[config.mk]
export PLATFORM = sky130hd
export DESIGN_NAME = rotation_matrix_to_quaternion
export DESIGN_NICKNAME = d
export VERILOG_FILES = /design/src/rtl/rmq_pkg.sv /design/src/rtl/rmq_front.sv /design/src/rtl/rotation_matrix_to_quaternion.sv
export VERILOG_INCLUDE_DIRS = /design/src /design/src/rtl
export SDC_FILE = /design/constraint.sdc
export NUM_CORES = 2
export LEC_CHECK = 0
export ABC_AREA = 1
export BUFFER_PORTS_ARGS = -buffer_cell sky130_fd_sc_hd__buf_2
export CORE_MARGIN = 2
export CORE_UTILIZATION = 32
export CTS_BUF_LIST = sky130_fd_sc_hd__clkbuf_16
export DETAILED_ROUTE_END_ITERATION = 6
export HOLD_SLACK_MARGIN = 0.1
export PLACE_DENSITY = 0.56
export SYNTH_ARGS = -nofsm -noshare
export SYNTH_HDL_FRONTEND = slang
export SYNTH_HIERARCHICAL = 1
export SYNTH_MEMORY_MAX_BITS = 65536
export SYNTH_SLANG_ARGS = --single-unit
[constraint.sdc]
create_clock -name clock -period 21 [get_ports clock]
set_input_delay 1.05 -clock clock [delete_from_list [all_inputs] [get_ports clock]]
set_output_delay 1.05 -clock clock [all_outputs]
set_load 0.02 [all_outputs]
[src/rtl/rotation_matrix_to_quaternion_macros.svh]
// Assertion macros used by the rotation matrix to quaternion RTL.
`ifndef ROTATION_MATRIX_TO_QUATERNION_MACROS_SVH
`define ROTATION_MATRIX_TO_QUATERNION_MACROS_SVH
`ifndef ASSERT_OFF
// expr must hold at every clock edge outside reset
`define RMQ_ASSERT(lbl, clk, rst, expr) \
   lbl: assert property (@(posedge clk) disable iff (rst) (expr)) \
      else $error("rmq assertion failed");
// cond implies expr at the same clock edge outside reset
`define RMQ_ASSERT_IMP(lbl, clk, rst, cond, expr) \
   lbl: assert property (@(posedge clk) disable iff (rst) (cond) |-> (expr)) \
      else $error("rmq implication failed");
`else
`define RMQ_ASSERT(lbl, clk, rst, expr)
`define RMQ_ASSERT_IMP(lbl, clk, rst, cond, expr)
`endif
`endif

[src/rtl/rmq_pkg.sv]
// Types, constants and per-stage datapath functions for the quaternion pipeline.
package rmq_pkg;

   localparam logic [14:0] QONE_MAG = 15'd16384;

   // dominant component codes; AXIS_W is the positive-trace case
   localparam logic [1:0] AXIS_X = 2'd0;
   localparam logic [1:0] AXIS_Y = 2'd1;
   localparam logic [1:0] AXIS_Z = 2'd2;
   localparam logic [1:0] AXIS_W = 2'd3;

   typedef struct packed {
      logic signed [15:0] m00;
      logic signed [15:0] m01;
      logic signed [15:0] m02;
      logic signed [15:0] m10;
      logic signed [15:0] m11;
      logic signed [15:0] m12;
      logic signed [15:0] m20;
      logic signed [15:0] m21;
      logic signed [15:0] m22;
   } req_type;

   typedef struct packed {
      logic signed [15:0] quat_w;
      logic signed [15:0] quat_x;
      logic signed [15:0] quat_y;
      logic signed [15:0] quat_z;
      logic               invalid;
   } rsp_type;

   typedef struct packed {
      logic              invalid;
      logic [1:0]        axis;
      logic [31:0]       sq_num;   // A << 14, consumed four bits a stage
      logic [18:0]       sq_rem;
      logic [15:0]       sq_res;   // becomes S
      logic [2:0][16:0]  d;        // signed off-diagonal sums/differences
      logic [2:0]        neg;
      logic [2:0][29:0]  num;      // |d| * 8192 + S/2
      logic [2:0][16:0]  rem;
      logic [2:0][14:0]  quo;
      logic [2:0]        ovf;      // quotient >= 2^15
   } pipe_type;

   // two digits of the square root
   function automatic pipe_type sq_step(pipe_type p, int t_hi);
      pipe_type    r;
      logic [18:0] rem;
      logic [18:0] trial;
      r = p;
      for (int n = 0; n < 2; n++) begin
         rem   = {r.sq_rem[16:0], r.sq_num[2*(t_hi-n) +: 2]};
         trial = {1'b0, r.sq_res, 2'b01};
         if (rem >= trial) begin
            r.sq_rem = rem - trial;
            r.sq_res = {r.sq_res[14:0], 1'b1};
         end else begin
            r.sq_rem = rem;
            r.sq_res = {r.sq_res[14:0], 1'b0};
         end
      end
      return r;
   endfunction

   // dividend with rounding bias, overflow check, first partial remainder
   function automatic pipe_type div_prep(pipe_type p);
      pipe_type    r;
      logic [16:0] mag;
      r = p;
      for (int l = 0; l < 3; l++) begin
         r.neg[l] = p.d[l][16];
         mag      = p.d[l][16] ? 17'(-p.d[l]) : p.d[l];
         r.num[l] = {mag, 13'b0} + 30'(p.sq_res[15:1]);
         r.ovf[l] = {1'b0, r.num[l]} >= {p.sq_res, 15'b0};
         r.rem[l] = {2'b00, r.num[l][29:15]};
         r.quo[l] = '0;
      end
      return r;
   endfunction

   // three quotient bits on each of the three lanes
   function automatic pipe_type div_step(pipe_type p, int t_hi);
      pipe_type    r;
      logic [16:0] rem;
      r = p;
      for (int l = 0; l < 3; l++) begin
         for (int n = 0; n < 3; n++) begin
            rem = {r.rem[l][15:0], r.num[l][t_hi-n]};
            if (rem >= {1'b0, p.sq_res}) begin
               r.rem[l]          = rem - {1'b0, p.sq_res};
               r.quo[l][t_hi-n] = 1'b1;
            end else begin
               r.rem[l]          = rem;
               r.quo[l][t_hi-n] = 1'b0;
            end
         end
      end
      return r;
   endfunction

   // saturate, sign and route components to w, x, y, z; zero them when invalid
   function automatic rsp_type to_rsp(pipe_type p);
      rsp_type          o;
      logic [14:0]      dmag;
      logic [14:0]      m;
      logic [2:0][15:0] v;
      logic [15:0]      dom;
      dmag = ({1'b0, p.sq_res[15:1]} > {1'b0, QONE_MAG}) ? QONE_MAG : p.sq_res[15:1];
      dom  = {1'b0, dmag};
      for (int l = 0; l < 3; l++) begin
         m    = (p.ovf[l] || (p.quo[l] > QONE_MAG)) ? QONE_MAG : p.quo[l];
         v[l] = p.neg[l] ? 16'(-{1'b0, m}) : {1'b0, m};
      end
      o.invalid = p.invalid;
      unique case (p.axis)
         AXIS_W: begin
            o.quat_w = dom;  o.quat_x = v[0]; o.quat_y = v[1]; o.quat_z = v[2];
         end
         AXIS_X: begin
            o.quat_x = dom;  o.quat_y = v[0]; o.quat_z = v[1]; o.quat_w = v[2];
         end
         AXIS_Y: begin
            o.quat_y = dom;  o.quat_z = v[0]; o.quat_x = v[1]; o.quat_w = v[2];
         end
         default: begin
            o.quat_z = dom;  o.quat_x = v[0]; o.quat_y = v[1]; o.quat_w = v[2];
         end
      endcase
      if (p.invalid) begin
         o.quat_w = '0; o.quat_x = '0; o.quat_y = '0; o.quat_z = '0;
      end
      return o;
   endfunction

endpackage

[src/rtl/rmq_front.sv]
// Front end: branch and axis choice, square-root argument, off-diagonal terms.
module rmq_front (
   input  rmq_pkg::req_type  req,
   output rmq_pkg::pipe_type pipe
);
   import rmq_pkg::*;

   logic signed [18:0] e00, e01, e02, e10, e11, e12, e20, e21, e22;
   logic signed [18:0] tr;
   logic signed [18:0] a;
   logic               trace_br;
   logic [1:0]         ax;
   logic signed [18:0] dd0, dd1, dd2;

   assign e00 = 19'(req.m00);
   assign e01 = 19'(req.m01);
   assign e02 = 19'(req.m02);
   assign e10 = 19'(req.m10);
   assign e11 = 19'(req.m11);
   assign e12 = 19'(req.m12);
   assign e20 = 19'(req.m20);
   assign e21 = 19'(req.m21);
   assign e22 = 19'(req.m22);

   assign tr       = e00 + e11 + e22;
   assign trace_br = tr > 19'sd0;

   // largest diagonal entry, lowest index on ties
   always_comb begin
      ax = AXIS_X;
      if (e11 > e00) ax = AXIS_Y;
      if ((ax == AXIS_X && e22 > e00) || (ax == AXIS_Y && e22 > e11)) ax = AXIS_Z;
   end

   // argument and the three quotient numerators per case
   always_comb begin
      a = '0; dd0 = '0; dd1 = '0; dd2 = '0;
      if (trace_br) begin
         a   = tr + 19'sd16384;
         dd0 = e21 - e12;
         dd1 = e02 - e20;
         dd2 = e10 - e01;
      end else begin
         unique case (ax)
            AXIS_X: begin
               a   = e00 - e11 - e22 + 19'sd16384;
               dd0 = e01 + e10; dd1 = e20 + e02; dd2 = e21 - e12;
            end
            AXIS_Y: begin
               a   = e11 - e22 - e00 + 19'sd16384;
               dd0 = e12 + e21; dd1 = e01 + e10; dd2 = e02 - e20;
            end
            default: begin
               a   = e22 - e00 - e11 + 19'sd16384;
               dd0 = e20 + e02; dd1 = e12 + e21; dd2 = e10 - e01;
            end
         endcase
      end
   end

   always_comb begin
      pipe         = '0;
      pipe.invalid = !trace_br && (a <= 19'sd0);
      pipe.axis    = trace_br ? AXIS_W : ax;
      pipe.sq_num  = pipe.invalid ? 32'd0 : {1'b0, a[16:0], 14'b0};
      pipe.d[0]    = dd0[16:0];
      pipe.d[1]    = dd1[16:0];
      pipe.d[2]    = dd2[16:0];
   end

endmodule

[src/rtl/rotation_matrix_to_quaternion.sv]
// Rotation matrix to unit quaternion (Shepperd's method), Q1.14, top level.
// Takes one matrix beat per cycle while req_stall is low and returns one
// quaternion beat per matrix. Each beat passes through the stage registers
// and then the result register behind rsp_valid. The rate is set by a fully
// pipelined square root (two result bits per stage, eight stages) followed by
// three parallel restoring dividers (three quotient bits per stage, five stages
// after a setup stage). Every stage carries its own valid bit and loads whenever
// the stage ahead can take its beat, so bubbles close up during a result stall
// and input keeps flowing until the pipe is full.
module rotation_matrix_to_quaternion (
   input  logic              clock,
   input  logic              reset,
   input  logic              req_valid,
   output logic              req_stall,
   input  rmq_pkg::req_type  req_data,
   output logic              rsp_valid,
   input  logic              rsp_stall,
   output rmq_pkg::rsp_type  rsp_data
);
   import rmq_pkg::*;

   localparam int NP = 15;

   pipe_type front;
   pipe_type pipe_in  [NP];
   pipe_type pipe_ff  [NP];
   logic     vld_ff   [NP];
   logic     rdy      [NP+1];
   logic     rsp_vld_ff;
   rsp_type  rsp_ff;

   rmq_front u_front (
      .req  (req_data),
      .pipe (front)
   );

   // stage ready: empty, or the stage ahead takes the beat
   assign rdy[NP] = !rsp_vld_ff || !rsp_stall;
   for (genvar k = 0; k < NP; k++) begin : g_rdy
      assign rdy[k] = !vld_ff[k] || rdy[k+1];
   end
   assign req_stall = !rdy[0];

   // per-stage datapath
   for (genvar k = 0; k < NP; k++) begin : g_stage
      if (k == 0) begin : g_f
         assign pipe_in[k] = front;
      end else if (k <= 8) begin : g_sq
         assign pipe_in[k] = sq_step(pipe_ff[k-1], 15 - 2*(k-1));
      end else if (k == 9) begin : g_dp
         assign pipe_in[k] = div_prep(pipe_ff[k-1]);
      end else begin : g_dv
         assign pipe_in[k] = div_step(pipe_ff[k-1], 14 - 3*(k-10));
      end

      always_ff @(posedge clock) begin
         if (reset) begin
            vld_ff[k] <= 1'b0;
         end else if (rdy[k]) begin
            vld_ff[k] <= (k == 0) ? req_valid : vld_ff[k == 0 ? 0 : k-1];
         end
      end

      always_ff @(posedge clock) begin
         if (rdy[k]) begin
            pipe_ff[k] <= pipe_in[k];
         end
      end
   end

   // result register
   always_ff @(posedge clock) begin
      if (reset) begin
         rsp_vld_ff <= 1'b0;
      end else if (rdy[NP]) begin
         rsp_vld_ff <= vld_ff[NP-1];
      end
   end

   always_ff @(posedge clock) begin
      if (rdy[NP]) begin
         rsp_ff <= to_rsp(pipe_ff[NP-1]);
      end
   end

   assign rsp_valid = rsp_vld_ff;
   assign rsp_data  = rsp_ff;

`include "rotation_matrix_to_quaternion_macros.svh"

   // a valid argument always gives S of at least 128
   `RMQ_ASSERT_IMP(a_sqrt_min, clock, reset, vld_ff[8] && !pipe_ff[8].invalid, pipe_ff[8].sq_res >= 16'd128)
   // an invalid result carries all-zero components
   `RMQ_ASSERT_IMP(a_inv_zero, clock, reset, rsp_vld_ff && rsp_ff.invalid, rsp_ff.quat_w == 16'sd0 && rsp_ff.quat_x == 16'sd0 && rsp_ff.quat_y == 16'sd0 && rsp_ff.quat_z == 16'sd0)
   // only the non-trace case can be invalid
   `RMQ_ASSERT_IMP(a_inv_axis, clock, reset, vld_ff[0] && pipe_ff[0].invalid, pipe_ff[0].axis != AXIS_W)

endmodule
# Yosys cells after proc, flatten, opt, wreduce, memory -nomap -nowiden

Memories as Yosys holds them, arrays and structs flattened.
Index checks and enable logic that the tools add are counted.

Add/subtract/negate cells: 88
Multipliers: 0
Divide/modulo/power cells: 0
$lt $le $gt $ge: 73
Equality and inequality tests: 4
Shift operators: 0
Muxes and demuxes: 206
Bitwise logic cells: 15
Reduce and logical (&&, ||, !) cells: 45

Operators with widths:

| kind                                           | count |
|---|---|
| >= comparator 17 x 16 -> 1 bit                 | 45 |
| two-way mux 16 bit                             | 33 |
| subtractor 16 bit                              | 30 |
| two-way mux 17 bit                             | 21 |
| >= comparator 19 x 18 -> 1 bit                 | 16 |
| two-way mux 35 bit                             | 8 |
| two-way mux 33 bit                             | 8 |
| subtractor 17 x 16 -> 17 bit                   | 15 |
| case mux 64 bit (3 select lines)               | 1 |
| subtractor 19 x 18 -> 19 bit                   | 8 |
| subtractor 17 bit                              | 8 |
| two-way mux 1 bit                              | 123 |
| case mux 17 bit (2 select lines)               | 3 |
| subtractor 16 x 16 -> 17 bit                   | 6 |
| >= comparator 30 x 31 -> 1 bit                 | 3 |
| adder 30 x 15 -> 30 bit                        | 3 |
| adder 19 x 16 -> 19 bit, second input constant | 4 |
| adder 16 x 16 -> 17 bit                        | 4 |
| > comparator 15 bit, second input constant     | 4 |
| two-way mux 15 bit                             | 4 |
| subtractor 17 x 16 -> 18 bit                   | 3 |
| negator 17 bit                                 | 3 |
| > comparator 16 bit                            | 3 |
| negator 15 -> 16 bit                           | 3 |
| 15 further kinds                               | 72 |

Register bits after elaboration: 66
Latch bits: 0
Bits in writable memories: 4710
Bits in read-only memories: 0
Input port bits: 148
Logic and storage cells: 439
Memories kept: 2

Memories:

| memory  | words | width | read ports | clocked after Yosys merged registers in | wr ports | RTL line                            | text |
|---|---|---|---|---|---|---|---|
| pipe_ff | 15    | 313   | 15         | 0                                       | 15       | rotation_matrix_to_quaternion.sv:26 | `pipe_type pipe_ff [NP];` |
| vld_ff  | 15    | 1     | 15         | 0                                       | 15       | rotation_matrix_to_quaternion.sv:27 | `logic vld_ff [NP];` |

# Logic depth before layout (Yosys ltp)

Depth after elaboration: 21
Gate-level depth with buffers: 44
Mapped depth without buffers: 41

# Hierarchy

Netlist, hierarchy kept.

By module, submodules not included:

| module                        | times used | cells each | area each (sq um) | sequential area each (sq um) |
|---|---|---|---|---|
| rotation_matrix_to_quaternion | 1          | 12529      | 107824.7          | 45573.7 |
| rmq_front                     | 1          | 2425       | 15655.0           | 0.0 |

# Least setup slack after synthesis

Ideal clock, no wire load.

Path kind: in2reg
Start point: in rsp_stall
End point: mem pipe_ff[0][818] (netlist bit) (enable)
Setup time: 1.283 ns
Arrival time: 11.753 ns
Required time: 19.717 ns
Slack: 7.964 ns
Stages: 17
Cell sequence: nand2_2 nor2_4 nand2_2 nor2_4 inv_2 nor2_4 nand2_2 inv_2 nand2_4 nor2_4 nand2_2 inv_2 nand2_4 nor2_4 inv_2 nor2_8 nand3_1

RTL lines:

| item        | RTL line                            | text |
|---|---|---|
| from (decl) | rotation_matrix_to_quaternion.sv:17 | `input logic rsp_stall,` |
| to (decl)   | rotation_matrix_to_quaternion.sv:26 |  |

==> impl_metrics.ini <==
[outcome]
status = finished clean

[clock_network]
cts.repair.resized = 0
cts_hold_buf = 0
cts_made_buffers = 176
clock_path_buffers = 4
post_cts_buffers = 0
cts.htree.levels = 4
numClockSinks = 1518
root_buffer = clkbuf_16
clk_latency_ns = 0.93
cts_tree = yes
clk_pin_slew_ns = 0.07

[worst_setup_path]
crit_path_top_delay_cell = a211oi_2
endpoint_kind = register
cp_max_fo = 31
crit_path_frequent_cell = nand2_1
crit_type = register to register
critPathArrivalTime_ns = 9.41
startpoint_type = register
worstRegToRegCells = 33
worstPathRequired_ns = 21.65
worst_path_largest_cell_delay_ns = 0.91

[place]
pre_cts_ws_ns = 12.41
portBuffers = 214
place_area_sq_um = 129000
dp_hpwl_um = 280000
gp_congestion = 0.929

[floorplanning]
initial_core_util_pct = 32.2
fp-row-count = 226
coreArea_sq_um = 379000
die-height_um = 622
ios = 215
dieArea_sq_um = 386000
chipWidth_um = 622

[hold_path]
min_path_type = register to register
hold_depth = 0

[global_routing]
antenna_found_initial = 21
grt_pass1_vias = 94715
gr-total-overflow = 0
grtUsageTotal_pct = 17.6
grt_pass1_wl_um = 541000
grt_max_degree = 80

[sta]
finClkSkew_ns = 0.123
slew_headroom_pct = 8.10
post-route-period-util_pct = 41.7
fin_setup_tns_ns = 0
finalWorstSetupSlack_ns = 12.24
hold_viol_final = 0
finalSetupViolations = 0
final.min_clock_period_ns = 8.76
max_freq_mhz = 114
rsz0062_at_grt = no
finalMaxSlewViolations = 0
worst_pin_slew_ns = 1.37

[logic_synthesis]
avgSynthCellArea_sq_um = 8.27
netlist_instances = 14760
yosysWarnings = 6
synth.cell_area_sq_um = 122000

[detailed_routing]
route.detailed.drc = 0
first_pass_iters = 6
via_per_inst = 4.92
wl_um = 351000
num_vias = 99212
drt_iter0_markers = 7045
drtAntennaViolNets = 0
post_drt_wl_per_cell_um = 17.4

[flow_run]
cap_violations = 0

[final_layout]
final_nets = 16567
nFillCells = 39304
fin_area_sq_um = 134000
synthToLayoutAreaGrowth_pct = 10.0
drive_above_1_share_pct = 5.91
[routing by layer]
layer	track usage [%]	vias up	part of all wire [%]
li1	-	50613	-
met5	0	-	0.011
met4	4.90	6	2.9
met3	1.68	514	4.3
met2	30.1	2194	47
met1	23.5	45885	46
[worst max-delay path: cells and delay by family (launching register included)]
family | cells | cell delay, ns
compound gates | 6 | 2.71
flops | 1 | 0.51
fa+ha+maj | 3 | 1.03
simple gates | 20 | 3.42
buf+inv | 4 | 0.86
[area by class of cell]
cell class / instances / area [sq um] / share of cell area, %
multi-input combinational: 11289 / 68500 / 51.0
sequential: 1518 / 45600 / 33.9
tap: 5016 / 6280 / 4.68
antenna: 5 / 12.5 / 0.00932
clock buffer: 177 / 4430 / 3.30
timing repair buffer: 314 / 1820 / 1.36
clock inverter: 135 / 1270 / 0.944
inverter: 1694 / 6370 / 4.75
[per-stage QoR]
stage / hold WS [ns] / instances / util [%]
2_1_floorplan: 0.400 / 14807 / -
3_3_place_gp: 0.400 / 19831 / 33.9
3_5_place_dp: 0.405 / 19831 / 33.9
4_1_cts: 0.319 / 20143 / 35.4
5_1_grt: 0.323 / 20145 / 35.4
6_report: 0.327 / 20148 / 35.4
[sequential cells by signal, indices dropped and copies added (netlist names)]
| register | cells |
|---|---|
| rsp_data | 65 |
| pipe_ff | 1437 |
| rsp_valid | 1 |
| vld_ff | 15 |
[path summary, 6_finish.rpt]
check                                          startpoint                         end  slack (ns)
worst max-delay path            pipe_ff[1][880]$_DFFE_PP_  pipe_ff[1][1019]$_DFFE_PP_       12.24
worst min-delay path            pipe_ff[0][282]$_DFFE_PN_   pipe_ff[0][595]$_DFFE_PP_        0.33
worst max register to register  pipe_ff[1][880]$_DFFE_PP_  pipe_ff[1][1019]$_DFFE_PP_       12.24
worst min register to register  pipe_ff[0][282]$_DFFE_PN_   pipe_ff[0][595]$_DFFE_PP_        0.33
[cells in the final DEF (no fill, tap or decap), types with 58 or more instances in the layout]
master,count
edfxtp_1,1517
fa_1,121
a21o_1,107
a31oi_1,113
xnor2_1,357
nand2_1,3744
or2_2,58
buf_2,214
o21ai_1,160
nand3_1,868
nor2_1,945
a21oi_1,1076
ha_1,1305
inv_1,1651
o21bai_1,96
clkbuf_16,177
buf_4,100
o21ai_0,784
nor3_1,150
nand4_1,177
xor2_1,576
Power is not shown: default switching activity piles up to over one toggle a cycle in this logic, so the estimate is an artifact.
